`src/rtl/bdls_pkg.sv`:
```
`default_nettype none
package bdls_pkg;

    localparam int MAX_SRC_DIM   = 4096;
    localparam int MAX_DST_WIDTH = 1024;
    localparam int SHADE_LEVELS  = 8;

    localparam int DIM_W   = 13;
    localparam int SUM_W   = 32;
    localparam int AREA_W  = 2 * DIM_W - 1;
    localparam int QUOT_W  = 9;
    localparam int LUMA_W  = 18;

    localparam logic [2:0] CFG_SRC_WIDTH  = 3'd0;
    localparam logic [2:0] CFG_SRC_HEIGHT = 3'd1;
    localparam logic [2:0] CFG_DST_WIDTH  = 3'd2;
    localparam logic [2:0] CFG_DST_HEIGHT = 3'd3;
    localparam logic [2:0] CFG_INVERT     = 3'd4;

    localparam logic [9:0]  LUMA_R = 10'd299;
    localparam logic [9:0]  LUMA_G = 10'd587;
    localparam logic [9:0]  LUMA_B = 10'd114;
    localparam int          SHADE_STEP = 1000 * (256 / SHADE_LEVELS);
    localparam logic [2:0]  SHADE_MAX  = 3'(SHADE_LEVELS - 1);

    typedef enum logic [3:0] {
        ST_LOAD,
        ST_SETUP,
        ST_INIT,
        ST_IDLE,
        ST_READ,
        ST_UPDATE,
        ST_MEAN,
        ST_LUMA,
        ST_EMIT
    } bdls_state_t;

    typedef struct packed {
        logic [DIM_W-1:0] q;
        logic [DIM_W-1:0] r;
    } edge_t;

    typedef struct packed {
        logic             start;
        logic [DIM_W-1:0] width;
        logic [DIM_W-1:0] height;
    } mean_req_t;

endpackage
`default_nettype wire

```
`src/rtl/bdls_mean_div.sv`:
```
`default_nettype none
module bdls_mean_div
    import bdls_pkg::*;
(
    input  wire logic             clk,
    input  wire logic             rst_n,
    input  wire mean_req_t        req,
    input  wire logic [SUM_W-1:0] sum_red,
    input  wire logic [SUM_W-1:0] sum_green,
    input  wire logic [SUM_W-1:0] sum_blue,
    output logic                  done,
    output logic [7:0]            avg_red,
    output logic [7:0]            avg_green,
    output logic [7:0]            avg_blue
);

    localparam int REM_W = SUM_W + 2;
    localparam logic [3:0] CNT_AREA = 4'(QUOT_W + 2);
    localparam logic [3:0] CNT_INIT = 4'(QUOT_W + 1);

    logic [3:0]        cnt_reg;
    logic              done_reg;
    logic [DIM_W-1:0]  w_reg, h_reg;
    logic [AREA_W-1:0] area_reg;
    logic [SUM_W-1:0]  sum_reg [3];
    logic [REM_W-1:0]  rem_reg [3];
    logic [REM_W-1:0]  dsh_reg;
    logic [QUOT_W-1:0] quo_reg [3];

    always_ff @(posedge clk or negedge rst_n)
    begin
        if (!rst_n)
        begin
            cnt_reg  <= '0;
            done_reg <= 1'b0;
        end
        else
        begin
            done_reg <= (cnt_reg == 4'd1);
            if (req.start)
                cnt_reg <= CNT_AREA;
            else if (cnt_reg != 4'd0)
                cnt_reg <= cnt_reg - 4'd1;
        end
    end

    always_ff @(posedge clk)
    begin
        if (req.start)
        begin
            w_reg      <= req.width;
            h_reg      <= req.height;
            sum_reg[0] <= sum_red;
            sum_reg[1] <= sum_green;
            sum_reg[2] <= sum_blue;
        end
        else if (cnt_reg == CNT_AREA)
        begin
            area_reg <= AREA_W'(w_reg) * AREA_W'(h_reg);
        end
        else if (cnt_reg == CNT_INIT)
        begin
            // numerator 2*sum + area, divisor 2*area aligned to the top quotient bit
            dsh_reg <= REM_W'({area_reg, 1'b0}) << (QUOT_W - 1);
            for (int i = 0; i < 3; i++)
            begin
                rem_reg[i] <= REM_W'({sum_reg[i], 1'b0}) + REM_W'(area_reg);
                quo_reg[i] <= '0;
            end
        end
        else if (cnt_reg != 4'd0)
        begin
            dsh_reg <= dsh_reg >> 1;
            for (int i = 0; i < 3; i++)
            begin
                if (rem_reg[i] >= dsh_reg)
                begin
                    rem_reg[i] <= rem_reg[i] - dsh_reg;
                    quo_reg[i] <= {quo_reg[i][QUOT_W-2:0], 1'b1};
                end
                else
                begin
                    quo_reg[i] <= {quo_reg[i][QUOT_W-2:0], 1'b0};
                end
            end
        end
    end

    assign done      = done_reg;
    assign avg_red   = quo_reg[0][QUOT_W-1] ? 8'hFF : quo_reg[0][7:0];
    assign avg_green = quo_reg[1][QUOT_W-1] ? 8'hFF : quo_reg[1][7:0];
    assign avg_blue  = quo_reg[2][QUOT_W-1] ? 8'hFF : quo_reg[2][7:0];

endmodule
`default_nettype wire

```
`config.mk`:
```
export PLATFORM = sky130hd
export DESIGN_NAME = bdls_mean_div
export DESIGN_NICKNAME = d
export VERILOG_FILES = /design/src/rtl/bdls_pkg.sv /design/src/rtl/bdls_mean_div.sv
export SDC_FILE = /design/constraint.sdc
export NUM_CORES = 1
export LEC_CHECK = 0
export ABC_AREA = 1
export BUFFER_PORTS_ARGS = -buffer_cell sky130_fd_sc_hd__buf_2
export CORE_AREA = 2 2 249 251
export DETAILED_ROUTE_END_ITERATION = 10
export DIE_AREA = 0 0 251 253
export PLACE_DENSITY = 0.68
export SYNTH_ARGS = -nofsm -noshare
export SYNTH_HDL_FRONTEND = slang
export SYNTH_SLANG_ARGS = --single-unit
```
`constraint.sdc`:
```
create_clock -name clk -period 6.7 [get_ports clk]
set_input_delay 2.01 -clock clk [delete_from_list [all_inputs] [get_ports clk]]
set_output_delay 2.01 -clock clk [all_outputs]
set_load 0.05 [all_outputs]
```
# Yosys cells after proc, flatten, opt, wreduce, memory -nomap -nowiden
# Memory sizes are Yosys's and may differ from the RTL's.
# Index checks and enable logic that the tools add are counted.
[word_totals]
mem_bits_rw = 225
wordCells = 98
regBits = 90
input_bits = 125
out_inout_bits = 25
mem_count = 3
[classes]
mux = 58
mul = 1
bitwise_logic = 11
n_eq_ne = 3
add_sub_neg = 7
magnitude_cmp = 3
reduce_logical = 5
[memory_table]
columns = ["memory", "words", "word_bits", "rd", "rd_ports_with_merged_regs", "wr", "line", "source"]
rows = [
  ["rem_reg", 3, 34, 3, 0, 3, "bdls_mean_div.sv:26", "logic [REM_W-1:0] rem_reg [3];"],
  ["sum_reg", 3, 32, 3, 0, 3, "bdls_mean_div.sv:25", "logic [SUM_W-1:0] sum_reg [3];"],
  ["quo_reg", 3, 9, 3, 0, 3, "bdls_mean_div.sv:28", "logic [QUOT_W-1:0] quo_reg [3];"],
]
[op_table]
columns = ["operator", "n"]
rows = [
  ["2-to-1 mux 34 bit", 5],
  ["adder 33 x 25 -> 34 bit", 3],
  [">= comparator 34 bit", 3],
  ["subtractor 34 bit", 3],
  ["2-to-1 mux 9 bit", 6],
  ["2-to-1 mux 1 bit", 42],
  ["multiplier 13 x 13 -> 25 bit", 1],
  ["2-to-1 mux 8 bit", 3],
  ["bitwise OR 1 bit", 9],
  ["equality test 4 bit, second input constant", 2],
  ["2-to-1 mux 4 bit", 2],
  ["equality test 4 x 1 -> 1 bit, second input constant", 1],
  ["nonzero test 2 bit", 2],
  ["nonzero test 4 bit", 1],
  ["subtractor 4 x 1 -> 4 bit, second input constant", 1],
  ["AND reduction 3 bit", 1],
  ["inverter 1 bit", 2],
  ["AND reduction 2 bit", 1],
]

# Logic depth before layout (Yosys ltp)
[logic_depth]
word_depth = 9
ltp_mapped = 26
mapped_depth_nobuf = 25

# Worst setup path before layout
# OpenSTA, ideal clock, no wires.
[synth_path]
path_kind = "register to register"
startpoint = "reg h_reg[1]"
endpoint = "reg area_reg[23], data pin"
setup_time_ns = 0.257
arrival_ns = 4.763
path_buffers = 1
required_ns = 6.443
path_slack_ns = 1.681
period_less_slack_ns = 5.019
path_stages_with_launch = 25
path_cell_list = "edfxtp_1 > clkbuf_1 > nand2_1 > inv_1 > fa_1 > inv_1 > fa_1 > inv_1 > fa_1 > fa_1 > inv_1 > fa_1 > inv_1 > ha_1 > nand2_1 > nor2_1 > nand2_1 > o211ai_1 > a21boi_0 > o21ai_0 > nand2_1 > nand3_1 > o21ai_0 > nand2_1 > nand2_1"
[synth_between]
elab_chain_cells = 1
[synth_lines]
columns = ["element", "line", "source"]
rows = [
  ["from (decl)", "bdls_mean_div.sv:23", "logic [DIM_W-1:0] w_reg, h_reg;"],
  ["from (signal assigned)", "bdls_mean_div.sv:52", "h_reg <= req.height;"],
  ["multiplier 13 x 13 -> 25 bit", "bdls_mean_div.sv:59", "area_reg <= AREA_W'(w_reg) * AREA_W'(h_reg);"],
  ["to (signal assigned)", "bdls_mean_div.sv:59", ""],
  ["to (decl)", "bdls_mean_div.sv:24", "logic [AREA_W-1:0] area_reg;"],
]
# No other way between the ends.
# A chain may end at the register's enable or synchronous reset.

# Worst setup path in the final report
# Same ends and word-level chain as after synthesis.

==> flow_summary.toml <==
[finish]
nNetsFinal = 4390
syn2layout_area_growth_pct = 9.61
final_common_cell = "nand2_1"
final_cell_mix = "1024 x nand2_1, 646 x inv_1, 309 x edfxtp_1"
largest_reg_flops = 102
drive_gt1_frac = 0.0622
fillers = 6006

[timing]
fin_crit_sh = 0.807
hold_viol = 0
tns_ns = 0
finalCriticalPeriod_ns = 5.41
fmax_mhz = 185
finClkSkew_ns = 0.0188
slew_headroom = 0.256
worstMarginPinSlew_ns = 1.11
rsz0062_at_grt = "no"
slew_viol_final = 0
finalSetupViolations = 0

[setup_path]
cp.arrival_ns = 5.72
reg2reg_to = "area_reg[23]$_DFFE_PP_"
critical_path_class = "flip-flop to flip-flop"
endpoint_kind = "flip-flop"
crit_fanout = 13
reg2reg_depth = 23
r2r_start = "h_reg[1]$_DFFE_PP_"
rrSetupSlack_ns = 1.29
cp_data_required_time_ns = 7.02
start_kind = "flip-flop"

[synthesis]
async_flop_share = 0.0159
synth_cell_types = 47
syn_nets = 4251
avgSynthCellArea_um2 = 7.72
yosysWarnings = 0
seq_area_frac_synth = 0.325
synthCells = 3753
synth_edf_count = 309
synth_area_mm2 = 0.0290
synth_flop_cell = "edfxtp_1"
ys_seq_elements = 315

[route]
ant_nets = 0
dr_total_vias = 25566
wire_per_inst_um = 19.4
drc = 0
wl_um = 91600
vias_per_cell = 5.42
drtPass1Iterations = 6
drt_iter0_drc = 2396

[placement]
finalWeightedCongestion = 1.01
dp_hpwl_um = 73400
port_buffers = 149

[hold_path]
holdPathStages = 2
holdPathEnd = "quo_reg[2][0]$_SDFFE_PP0P_"
hp-class = "flip-flop to flip-flop"
hold_start = "quo_reg[2][0]$_SDFFE_PP0P_"

[clock_tree]
cts.hold.buffers_added = 0
insertion_delay_ns = 0.57
cts_root_buf = "clkbuf_16"
cts_tree = "yes"
cts_setup_buffers = 0
numCtsBuffers = 40
htree_levels = 2
ctsLongestPathBuffers = 3
clk_pin_slew_ns = 0.06
cts_sinks = 315
postCtsResizedCells = 0

[global_route]
grt_pass1_wl_um = 140000
grt_max_degree = 94
antenna_found_initial = 0
track_usage = 0.290
grt_pass1_vias = 24473
grt_overflow = 0

[floorplan]
die_h_um = 253
die_area_mm2 = 0.0635
die_width_um = 251
fp-row-count = 91
initial_core_util = 0.475
coreArea_mm2 = 0.0610
num_io_pins = 150

[flow_run]
drv_cap = 0

[outcome]
outcome = "completed"
[per-stage QoR]
stage / cells / instance area [um2] / setup WS, ns / util / hold slack, ns
after floorplan: 3753 / 29000 / 1.68 / - / 0.471
after global placement: 4640 / 30400 / 1.39 / 0.499 / 0.495
after detailed placement: 4640 / 30400 / 1.30 / 0.499 / 0.509
after CTS: 4714 / 31800 / 1.29 / 0.520 / 0.514
after global routing: 4714 / 31800 / 0.968 / 0.520 / 0.543
final: 4716 / 31800 / 1.29 / 0.520 / 0.516
[Yosys cell counts (3+ instances only)]
cell	n	area, um2
nand2_1	1024	3840
nand3b_1	10	75.1
a21oi_1	257	1290
dfrtp_1	5	125
fa_1	126	2520
buf_6	19	214
o21bai_1	28	210
xnor2_1	50	438
a21o_1	23	173
nor3_1	35	175
inv_2	3	11.3
ha_1	247	3090
inv_1	646	2420
a31oi_1	13	81.3
nand4_1	27	169
o211ai_1	8	60.1
xor2_1	118	1030
buf_1	4	15.0
a21boi_0	9	67.6
nor2_1	304	1140
nand2b_1	4	25.0
nand3_1	230	1150
buf_2	11	55.1
edfxtp_1	309	9280
o21a_1	8	60.1
nand3_2	3	30.0
clkbuf_1	31	116
nor2_2	4	25.0
nor4_1	20	125
o21ai_0	157	786
[final cells by class]
type                            instances  area [um2]  area share
Antenna cell                            2        5.00    0.000158
Clock buffer                           50        1060      0.0334
Clock inverter                         24         256     0.00808
Inverter                              650        2440      0.0768
Multi-Input combinational cell       2723       16700       0.527
Sequential cell                       315        9420       0.297
Tap cell                              790         988      0.0311
Timing Repair Buffer                  162         850      0.0267
[worst max-delay path, stage by stage, from the launching register on]
cell and delay [ns]:
edfxtp_1 0.58, nand2_1 0.14, inv_1 0.06, fa_1 0.52, inv_1 0.05, fa_1 0.47, inv_1 0.05, fa_1 0.50
fa_1 0.55, inv_1 0.05, fa_1 0.47, inv_1 0.04, ha_1 0.33, nand2_1 0.11, nor2_1 0.09, nand2_1 0.06
o211ai_1 0.13, a21boi_0 0.21, o21ai_0 0.32, nand2_1 0.11, nand3_1 0.10, o21ai_0 0.09, nand2_1 0.08, nand2_1 0.06
[per-layer routing]
metal / routed length, um / vias to the layer above / share of wire / track usage
met1: 40100 / 12005 / 0.44 / 0.399
li1: - / 12437 / - / -
met3: 7110 / 154 / 0.078 / 0.0419
met2: 40400 / 970 / 0.44 / 0.459
met4: 4010 / 0 / 0.044 / 0.120
met5: 0 / - / 0 / 0
[logic make-up (layout without fill, tap and decap cells)]
family                   count (synthesis)  in the layout  share of synthesized area
other                                    0              2                          0
buffers and inverters                  715            886                     0.0980
AO/OA/AOI/OAI                          514            514                     0.0970
flip-flops                             315            315                      0.325
adder cells (fa/ha/maj)                373            373                      0.194
XOR/XNOR                               168            168                     0.0508
AND/OR/NAND/NOR                       1668           1668                      0.235
[worst max-delay path by stage]
| stage | startpoint | depth (start not counted) | slack, ns | endpoint |
|---|---|---|---|---|
| floorplan | h_reg[1]$_DFFE_PP_ | 24 | 1.68 | area_reg[23]$_DFFE_PP_ |
| global placement | h_reg[1]$_DFFE_PP_ | 23 | 1.39 | area_reg[23]$_DFFE_PP_ |
| CTS | w_reg[9]$_DFFE_PP_ | 23 | 1.29 | area_reg[23]$_DFFE_PP_ |
| global route | w_reg[9]$_DFFE_PP_ | 23 | 0.97 | area_reg[23]$_DFFE_PP_ |
| detailed placement | w_reg[9]$_DFFE_PP_ | 23 | 1.30 | area_reg[23]$_DFFE_PP_ |
| finish | h_reg[1]$_DFFE_PP_ | 23 | 1.29 | area_reg[23]$_DFFE_PP_ |
Power is left out: the tool's default activity adds up to more than one toggle a clock period on the data nets, which glitch-free logic cannot reach.
